`config.mk`:
```
export PLATFORM = sky130hd
export DESIGN_NAME = tlj_cfg
export DESIGN_NICKNAME = d
export VERILOG_FILES = /design/src/design/tlj_pkg.sv /design/src/design/tlj_cfg.sv
export SDC_FILE = /design/constraint.sdc
export NUM_CORES = 1
export LEC_CHECK = 0
export BUFFER_PORTS_ARGS = -buffer_cell sky130_fd_sc_hd__buf_2
export CAP_MARGIN = 20
export CELL_PAD_IN_SITES_DETAIL_PLACEMENT = 1
export CELL_PAD_IN_SITES_GLOBAL_PLACEMENT = 1
export CORE_MARGIN = 4
export CORE_UTILIZATION = 43
export DETAILED_ROUTE_END_ITERATION = 8
export MAX_ROUTING_LAYER = met4
export PLACE_DENSITY = 0.84
export SLEW_MARGIN = 20
export SYNTH_ARGS = -nofsm -noshare
export SYNTH_HDL_FRONTEND = slang
export SYNTH_SLANG_ARGS = --single-unit
```
`constraint.sdc`:
```
create_clock -name clk_i -period 3.2 [get_ports clk_i]
set_input_delay 0.64 -clock clk_i [delete_from_list [all_inputs] [get_ports clk_i]]
set_output_delay 0.64 -clock clk_i [all_outputs]
set_load 0.005 [all_outputs]
```
`src/design/tlj_pkg.sv`:
```
// Shared types, constants and arithmetic helpers of the two-link joint torque block.
`default_nettype none

package tlj_pkg;

  localparam int unsigned TrigTableBitsDef = 10;
  localparam int unsigned CfgAddrW         = 5;
  localparam logic [63:0] HalfPiQ30        = 64'd1686629713;
  localparam int unsigned TermDiv [7]      = '{6, 20, 42, 72, 110, 156, 210};

  typedef struct packed {
    logic signed [15:0] hip_angle;
    logic signed [15:0] hip_velocity;
    logic signed [15:0] hip_accel;
    logic signed [15:0] knee_angle;
    logic signed [15:0] knee_velocity;
    logic signed [15:0] knee_accel;
  } in_item_t;

  typedef struct packed {
    logic signed [31:0] hip_total;
    logic signed [31:0] knee_total;
    logic signed [31:0] hip_inertial;
    logic signed [31:0] hip_coriolis;
    logic signed [31:0] hip_gravity;
    logic signed [31:0] knee_inertial;
    logic signed [31:0] knee_coriolis;
    logic signed [31:0] knee_gravity;
  } out_item_t;

  typedef struct packed {
    logic [15:0] thigh_mass;
    logic [15:0] shank_mass;
    logic [15:0] thigh_com_dist;
    logic [15:0] shank_com_dist;
    logic [15:0] thigh_length;
    logic [15:0] thigh_inertia;
    logic [15:0] shank_inertia;
    logic [15:0] gravity_accel;
  } cfg_t;

  localparam cfg_t CfgReset = '{
    thigh_mass:     16'd0,
    shank_mass:     16'd0,
    thigh_com_dist: 16'd0,
    shank_com_dist: 16'd0,
    thigh_length:   16'd0,
    thigh_inertia:  16'd0,
    shank_inertia:  16'd0,
    gravity_accel:  16'd2511
  };

  // Quarter-wave sine entry in unsigned Q1.14, evaluated at elaboration only.
  function automatic logic [14:0] sine_entry(int unsigned k, int unsigned tb);
    logic [63:0]        x;
    logic [63:0]        term;
    logic signed [63:0] sum;
    logic [63:0]        v;
    x    = (64'(k) * HalfPiQ30) >> tb;
    term = x;
    sum  = $signed(x);
    for (int n = 1; n <= 7; n++) begin
      term = (term * x) >> 30;
      term = (term * x) >> 30;
      term = term / 64'(TermDiv[n-1]);
      if ((n & 1) != 0) begin
        sum = sum - $signed(term);
      end else begin
        sum = sum + $signed(term);
      end
    end
    v = (sum > 64'sd0) ? 64'((sum + 64'sd32768) >>> 16) : 64'd0;
    if (v > 64'd16384) begin
      v = 64'd16384;
    end
    return 15'(v);
  endfunction

  // Round to nearest, ties away from zero, then drop s fraction bits.
  function automatic logic signed [63:0] rnd(logic signed [63:0] v, int unsigned s);
    logic [63:0] mag;
    mag = v[63] ? 64'(-v) : 64'(v);
    mag = (mag + (64'd1 << (s - 1))) >> s;
    return v[63] ? -$signed(mag) : $signed(mag);
  endfunction

  function automatic logic signed [31:0] sat32(logic signed [63:0] v);
    logic signed [31:0] r;
    if (v > 64'sd2147483647) begin
      r = 32'sh7fffffff;
    end else if (v < -64'sd2147483648) begin
      r = 32'sh80000000;
    end else begin
      r = 32'(v);
    end
    return r;
  endfunction

endpackage

`default_nettype wire

```
`src/design/tlj_cfg.sv`:
```
// APB register bank holding the link masses, lengths, inertias and gravity.
`default_nettype none

module tlj_cfg (
  input  logic                          clk_i,
  input  logic                          rst_ni,
  input  logic                          psel,
  input  logic                          penable,
  input  logic                          pwrite,
  input  logic [tlj_pkg::CfgAddrW-1:0]  paddr,
  input  logic [31:0]                   pwdata,
  output logic [31:0]                   prdata,
  output logic                          pready,
  output tlj_pkg::cfg_t                 cfg_o
);

  typedef enum logic [2:0] {
    RegThighMass,
    RegShankMass,
    RegThighCom,
    RegShankCom,
    RegThighLen,
    RegThighInertia,
    RegShankInertia,
    RegGravity
  } reg_idx_e;

  tlj_pkg::cfg_t cfg_q, cfg_d;
  reg_idx_e      idx;
  logic [15:0]   rd_val;

  assign idx    = reg_idx_e'(paddr[tlj_pkg::CfgAddrW-1:2]);
  assign pready = 1'b1;

  always_comb begin
    cfg_d = cfg_q;
    if (psel && penable && pwrite) begin
      unique case (idx)
        RegThighMass:    cfg_d.thigh_mass     = pwdata[15:0];
        RegShankMass:    cfg_d.shank_mass     = pwdata[15:0];
        RegThighCom:     cfg_d.thigh_com_dist = pwdata[15:0];
        RegShankCom:     cfg_d.shank_com_dist = pwdata[15:0];
        RegThighLen:     cfg_d.thigh_length   = pwdata[15:0];
        RegThighInertia: cfg_d.thigh_inertia  = pwdata[15:0];
        RegShankInertia: cfg_d.shank_inertia  = pwdata[15:0];
        RegGravity:      cfg_d.gravity_accel  = pwdata[15:0];
      endcase
    end
  end

  always_comb begin
    unique case (idx)
      RegThighMass:    rd_val = cfg_q.thigh_mass;
      RegShankMass:    rd_val = cfg_q.shank_mass;
      RegThighCom:     rd_val = cfg_q.thigh_com_dist;
      RegShankCom:     rd_val = cfg_q.shank_com_dist;
      RegThighLen:     rd_val = cfg_q.thigh_length;
      RegThighInertia: rd_val = cfg_q.thigh_inertia;
      RegShankInertia: rd_val = cfg_q.shank_inertia;
      RegGravity:      rd_val = cfg_q.gravity_accel;
    endcase
  end

  assign prdata = {16'd0, rd_val};
  assign cfg_o  = cfg_q;

  always_ff @(posedge clk_i or negedge rst_ni) begin
    if (!rst_ni) begin
      cfg_q <= tlj_pkg::CfgReset;
    end else begin
      cfg_q <= cfg_d;
    end
  end

endmodule

`default_nettype wire

```
==> impl_metrics.yaml, run 1 <==
setup_path:
  critical_path_class: "input port to output port"
  cpMostUsedCell: "buf_2"
  slowest_stage: "nor2b_1"
  cp-start-kind: "input port"
  crit_chain: "buf_2, nor2b_1, buf_4, a221oi_1, o22a_1, buf_2"
  critPathArrivalTime_ns: 2.16
  worstPathMaxFanout: 12
  rr_startpoint: "cfg_o[113]$_DFFE_PN0P_"
  startpoint: "paddr[3]"
  max_stage_delay_ns: 0.51
  cp-end-kind: "output port"
  required_ns: 2.56
global_routing:
  grt_pass1_wl_um: 29400
  grt_max_degree: 54
  grt-ovfl-total: 0
  track_usage: 0.248
  antenna_found_initial: 1
  grt_pass1_vias: 4828
clock_network:
  cts.sinks: 128
  cts_buffers: 17
  ctsHoldBuffers: 0
  htree_levels: 4
  post_cts_buffers: 0
  cts.path.max_buffers: 2
  post_cts_resized: 0
  clk_latency_ns: 0.41
  cts_tree: "built"
  cts_root_buf: "clkbuf_16"
  clkTransAtPathRegs_ns: 0.05
layout:
  final_common_cell: "buf_2"
  largest_reg_flops: 128
  nets: 660
  layout_common_cells: "buf_2, dfrtp_1, mux2_2"
  syn2layout_area_growth_pct: 27.5
  stdcell_area_sq_um: 7690
  drive_gt1_frac: 0.577
die:
  die_w_um: 126
  die_h_um: 126
  initial_core_util: 0.436
  top_level_ports: 203
  rows: 43
  dieArea_sq_um: 16000
  core-area_sq_um: 13800
sta:
  rsz0062_at_grt: "false"
  post-route-period-util: 0.874
  worst_slew_pin_slew_ns: 0.908
  fin_ws_ns: 0.402
  hold_viol_final: 0
  setup_tns_ns: 0
  min_period_ns: 2.80
  fin_worst_hold_slack_ns: 0.261
  relSlewSlack: 0.395
  fmax_ghz: 0.357
  setup_viol: 0
  drv_slew: 0
  fin_worst_skew_ns: 0
yosys:
  netlist_instances: 436
  postSynthAreaPerCell_sq_um: 13.8
  synth.cell_area_sq_um: 6030
  synth-seq-cells: 128
  yosysUniqueCellTypes: 31
  ys_seq_area_frac: 0.533
  synth_largest_area_cell: "dfrtp_1"
  yosys.area.top_type_share: 0.498
  synth.area.top_cells: "dfrtp_1, mux2_2, mux2i_1, dfstp_2, mux2_4"
  ys_warn_count: 0
drt:
  drc: 0
  post_drt_wl_per_cell_um: 23.4
  dr.pass1.iters: 5
  ant_nets: 0
  drt_iter0_drc: 178
  wl_um: 18900
  via_per_inst: 5.52
  via_count: 4469
power:
  clock_power_share: 0.359
  leakagePower_nw: 3.93
  comb_power_share: 0.212
  p_switching_mw: 1.44
  power.density_nw_per_um2: 676
  ir_worst_vdd_mv: 0.421
  power_frac_seq: 0.429
  p_int_mw: 3.76
  p_sw_frac: 0.277
place:
  finalWeightedCongestion: 0.848
  dp_slack_ns: 0.446
  detailed_place_hpwl_um: 13300
  place_area_sq_um: 7120
  io_buffers: 167
job:
  max_cap_viol_count: 0
status:
  outcome: "complete, no violations"
min_path:
  hp-class: "input port to async pin"
-- final timing paths --
check / cells past startpoint / to / slack [ns]
worst max-delay path: 6 / prdata[6] / 0.40
worst min-delay path: 1 / cfg_o[12]$_DFFE_PN0P_ / 0.26
worst max register to register: 1 / cfg_o[113]$_DFFE_PN0P_ / 2.39
worst min register to register: 1 / cfg_o[76]$_DFFE_PN0P_ / 0.53
max in group asynchronous: 2 / cfg_o[11]$_DFFE_PN1P_ / 2.06
min in group clk_i: 1 / cfg_o[76]$_DFFE_PN0P_ / 0.53
-- synthesized netlist by cell type (all sizes together) --
master,instances
a211o,1
a211oi,3
a21oi,1
a221oi,12
a22oi,1
a31oi,1
a32oi,1
buf,35
clkbuf,9
conb,2
dfrtp,120
dfstp,8
inv,13
mux2,128
mux2i,46
nand2,2
nand2b,4
nand4,1
nand4b,1
nor2,10
nor2b,1
nor3,1
nor3b,3
o22a,15
o22ai,15
or3,2
-- routing by layer --
layer  GRT usage  vias to the layer above  part of all wire
met2       0.390                      183              0.48
met5           -                        -                 0
met1       0.309                     2313              0.42
met3      0.0783                       30             0.076
met4      0.0726                        0             0.020
li1            -                     1943                 -
-- power by group through the flow --
| stage | combinational (mW) | sequential, mW | clock (mW) |
|---|---|---|---|
| 2_1_floorplan | 0.523 | 2.22 | 0 |
| 3_3_place_gp | 1.06 | 2.21 | 0 |
| 3_5_place_dp | 1.11 | 2.25 | 0 |
| 4_1_cts | 1.12 | 2.23 | 1.90 |
| 5_1_grt | 1.21 | 2.28 | 1.98 |
| 6_report | 1.10 | 2.23 | 1.87 |
-- critical path, delay by kind of cell --
family / cells / cell delay, ns
simple gates: 1 / 0.51
buf+inv: 3 / 0.70
compound gates: 2 / 0.29
-- metrics by stage --
stage | utilization | power, mW | instances
6_report | 0.556 | 5.20 | 810
5_1_grt | 0.556 | 5.46 | 810
4_1_cts | 0.556 | 5.25 | 809
3_5_place_dp | 0.515 | 3.36 | 779
3_3_place_gp | 0.515 | 3.27 | 779
2_1_floorplan | - | 2.74 | 451
-- logic make-up (layout without fill, tap and decap cells) --
kind of cell | Yosys count | after routing | share of synthesized area
mux | 174 | 174 | 0.322
buf+inv | 57 | 235 | 0.0514
compound gates | 50 | 50 | 0.0645
simple gates | 25 | 25 | 0.0286
flops | 128 | 128 | 0.533
other cells | 2 | 18 | 0.00125
-- area by class of cell --
class                           instances  area [sq um]
Fill cell                            1431          6140
Sequential cell                       128          3210
Multi-Input combinational cell        266          2570
Timing Repair Buffer                  192          1060
Clock buffer                           24           482
Tap cell                              180           225
Clock inverter                          6          82.6
Inverter                               13          48.8
Antenna cell                            1          2.50
Power figures use the tool's default switching activity.
==> run 2: changes to the inputs <==
- MAX_ROUTING_LAYER: met4 -> not set
==> run 2 against run 1 <==
Against the previous run: count of clock-buffer cells in the layout unchanged; hold slack got worse by 0.00097 ns; setup slack improved by 0.022 ns; highest routed layer unchanged.
==> impl_metrics.yaml, run 2 (same netlist as run 1, synthesis figures left out) <==
sta:
  drv_slew: 0
  min_period_ns: 2.78
  fin_worst_skew_ns: 0
  relSlewSlack: 0.396
  hold_viol_final: 0
  setup_viol: 0
  fmax_ghz: 0.360
  setup_tns_ns: 0
  rsz0062_at_grt: "false"
  fin_worst_hold_slack_ns: 0.260
  post-route-period-util: 0.867
  worst_slew_pin_slew_ns: 0.906
drt:
  post_drt_wl_per_cell_um: 23.4
  top_layer: "met4"
  drc: 0
  drt-met1-wl_um: 8020
  drt_iter0_drc: 215
  via_per_inst: 5.50
  dr_wl_met3_um: 1490
  dr.pass1.iters: 4
  ant_nets: 0
  wl_um: 18900
  met2_length_um: 9100
  via_count: 4454
layout:
  layout_common_cells: "buf_2, dfrtp_1, mux2_2"
  syn2layout_area_growth_pct: 27.5
  n_fill_cell: 1431
  final_common_cell: "buf_2"
  seqCellArea_sq_um: 3210
  nets: 660
  largest_reg_flops: 128
  fin_cells: 810
  drive_gt1_frac: 0.577
  multiInputGateArea_sq_um: 2570
  final_core_util: 0.556
setup_path:
  critPathArrivalTime_ns: 2.14
  critical_path_class: "input port to output port"
  worstPathMaxFanout: 16
  cp-start-kind: "input port"
  required_ns: 2.56
  cp-end-kind: "output port"
  cpMostUsedCell: "buf_2"
  slowest_stage: "or3_1"
  crit_chain: "buf_2, or3_1, nor2_1, a31oi_1, buf_2"
  max_stage_delay_ns: 0.77
die:
  die_h_um: 126
  die_w_um: 126
  rows: 43
  initial_core_util: 0.436
  dieArea_sq_um: 16000
  top_level_ports: 203
  core-area_sq_um: 13800
global_routing:
  grt_pass1_wl_um: 29500
  grt_max_degree: 54
  grt-ovfl-total: 0
  grt_pass1_vias: 4810
  track_usage: 0.241
  antenna_found_initial: 1
power:
  power_frac_seq: 0.429
  ir_worst_vdd_mv: 0.423
  p_int_mw: 3.76
  leakagePower_nw: 3.93
  p_switching_mw: 1.44
  clock_power_share: 0.359
  comb_power_share: 0.212
  p_sw_frac: 0.277
  power.density_nw_per_um2: 676
  finalPower_mw: 5.20
status:
  outcome: "complete, no violations"
clock_network:
  clkTransAtPathRegs_ns: 0.05
  post_cts_buffers: 0
  post_cts_resized: 0
  clk_latency_ns: 0.41
  cts.path.max_buffers: 2
  htree_levels: 4
  cts_buffers: 17
  cts_tree: "built"
  cts.sinks: 128
  cts_root_buf: "clkbuf_16"
  ctsHoldBuffers: 0
place:
  finalWeightedCongestion: 0.835
  dp.cells: 779
  io_buffers: 167
  detailed_place_hpwl_um: 13300
job:
  max_cap_viol_count: 0
min_path:
  hp-class: "input port to async pin"
==> run 2: cell counts in the layout (fill, tap and decap cells not counted) <==
No cell type changed its count.
==> run 2: worst max-delay path, delay by kind of cell <==
kind	cells	cell delay [ns]
buffers and inverters	2	0.45
AND/OR/NAND/NOR	2	0.86
AO/OA/AOI/OAI	1	0.18
==> run 2: area by class of cell <==
type                            count  share of cell area
Clock buffer                       24              0.0627
Sequential cell                   128               0.418
Antenna cell                        1            0.000325
Timing Repair Buffer              192               0.138
Multi-Input combinational cell    266               0.334
Tap cell                          180              0.0293
Inverter                           13             0.00635
Clock inverter                      6              0.0107
==> run 2: per-stage QoR <==
step	cell area [sq um]	worst slack, ns
floorplan	6090	0.874
global placement	7120	0.458
detailed placement	7120	0.446
CTS	7690	0.432
global route	7690	0.368
finish	7690	0.424
==> run 2: final timing paths <==
path | depth (start not counted) | startpoint | to | slack [ns]
max | 5 | paddr[3] | prdata[10] | 0.42
min | 1 | rst_ni | cfg_o[76]$_DFFE_PN0P_ | 0.26
max reg2reg | 1 | cfg_o[125]$_DFFE_PN0P_ | cfg_o[125]$_DFFE_PN0P_ | 2.38
min reg2reg | 1 | cfg_o[76]$_DFFE_PN0P_ | cfg_o[76]$_DFFE_PN0P_ | 0.53
max in group asynchronous | 2 | rst_ni | cfg_o[11]$_DFFE_PN1P_ | 2.07
min in group clk_i | 1 | cfg_o[76]$_DFFE_PN0P_ | cfg_o[76]$_DFFE_PN0P_ | 0.53
==> run 2: layer usage <==
layer | GRT usage | up-vias
met4 | 0.0726 | 0
met1 | 0.310 | 2302
met5 | 0 | -
met3 | 0.0808 | 22
li1 | - | 1949
met2 | 0.389 | 181
==> run 2: power by group through the flow <==
stage,clock (mW),combinational [mW],sequential [mW]
final,1.87,1.10,2.23
after global routing,1.98,1.21,2.28
after CTS,1.90,1.12,2.23
after detailed placement,0,1.11,2.25
after global placement,0,1.06,2.21
after floorplan,0,0.523,2.22
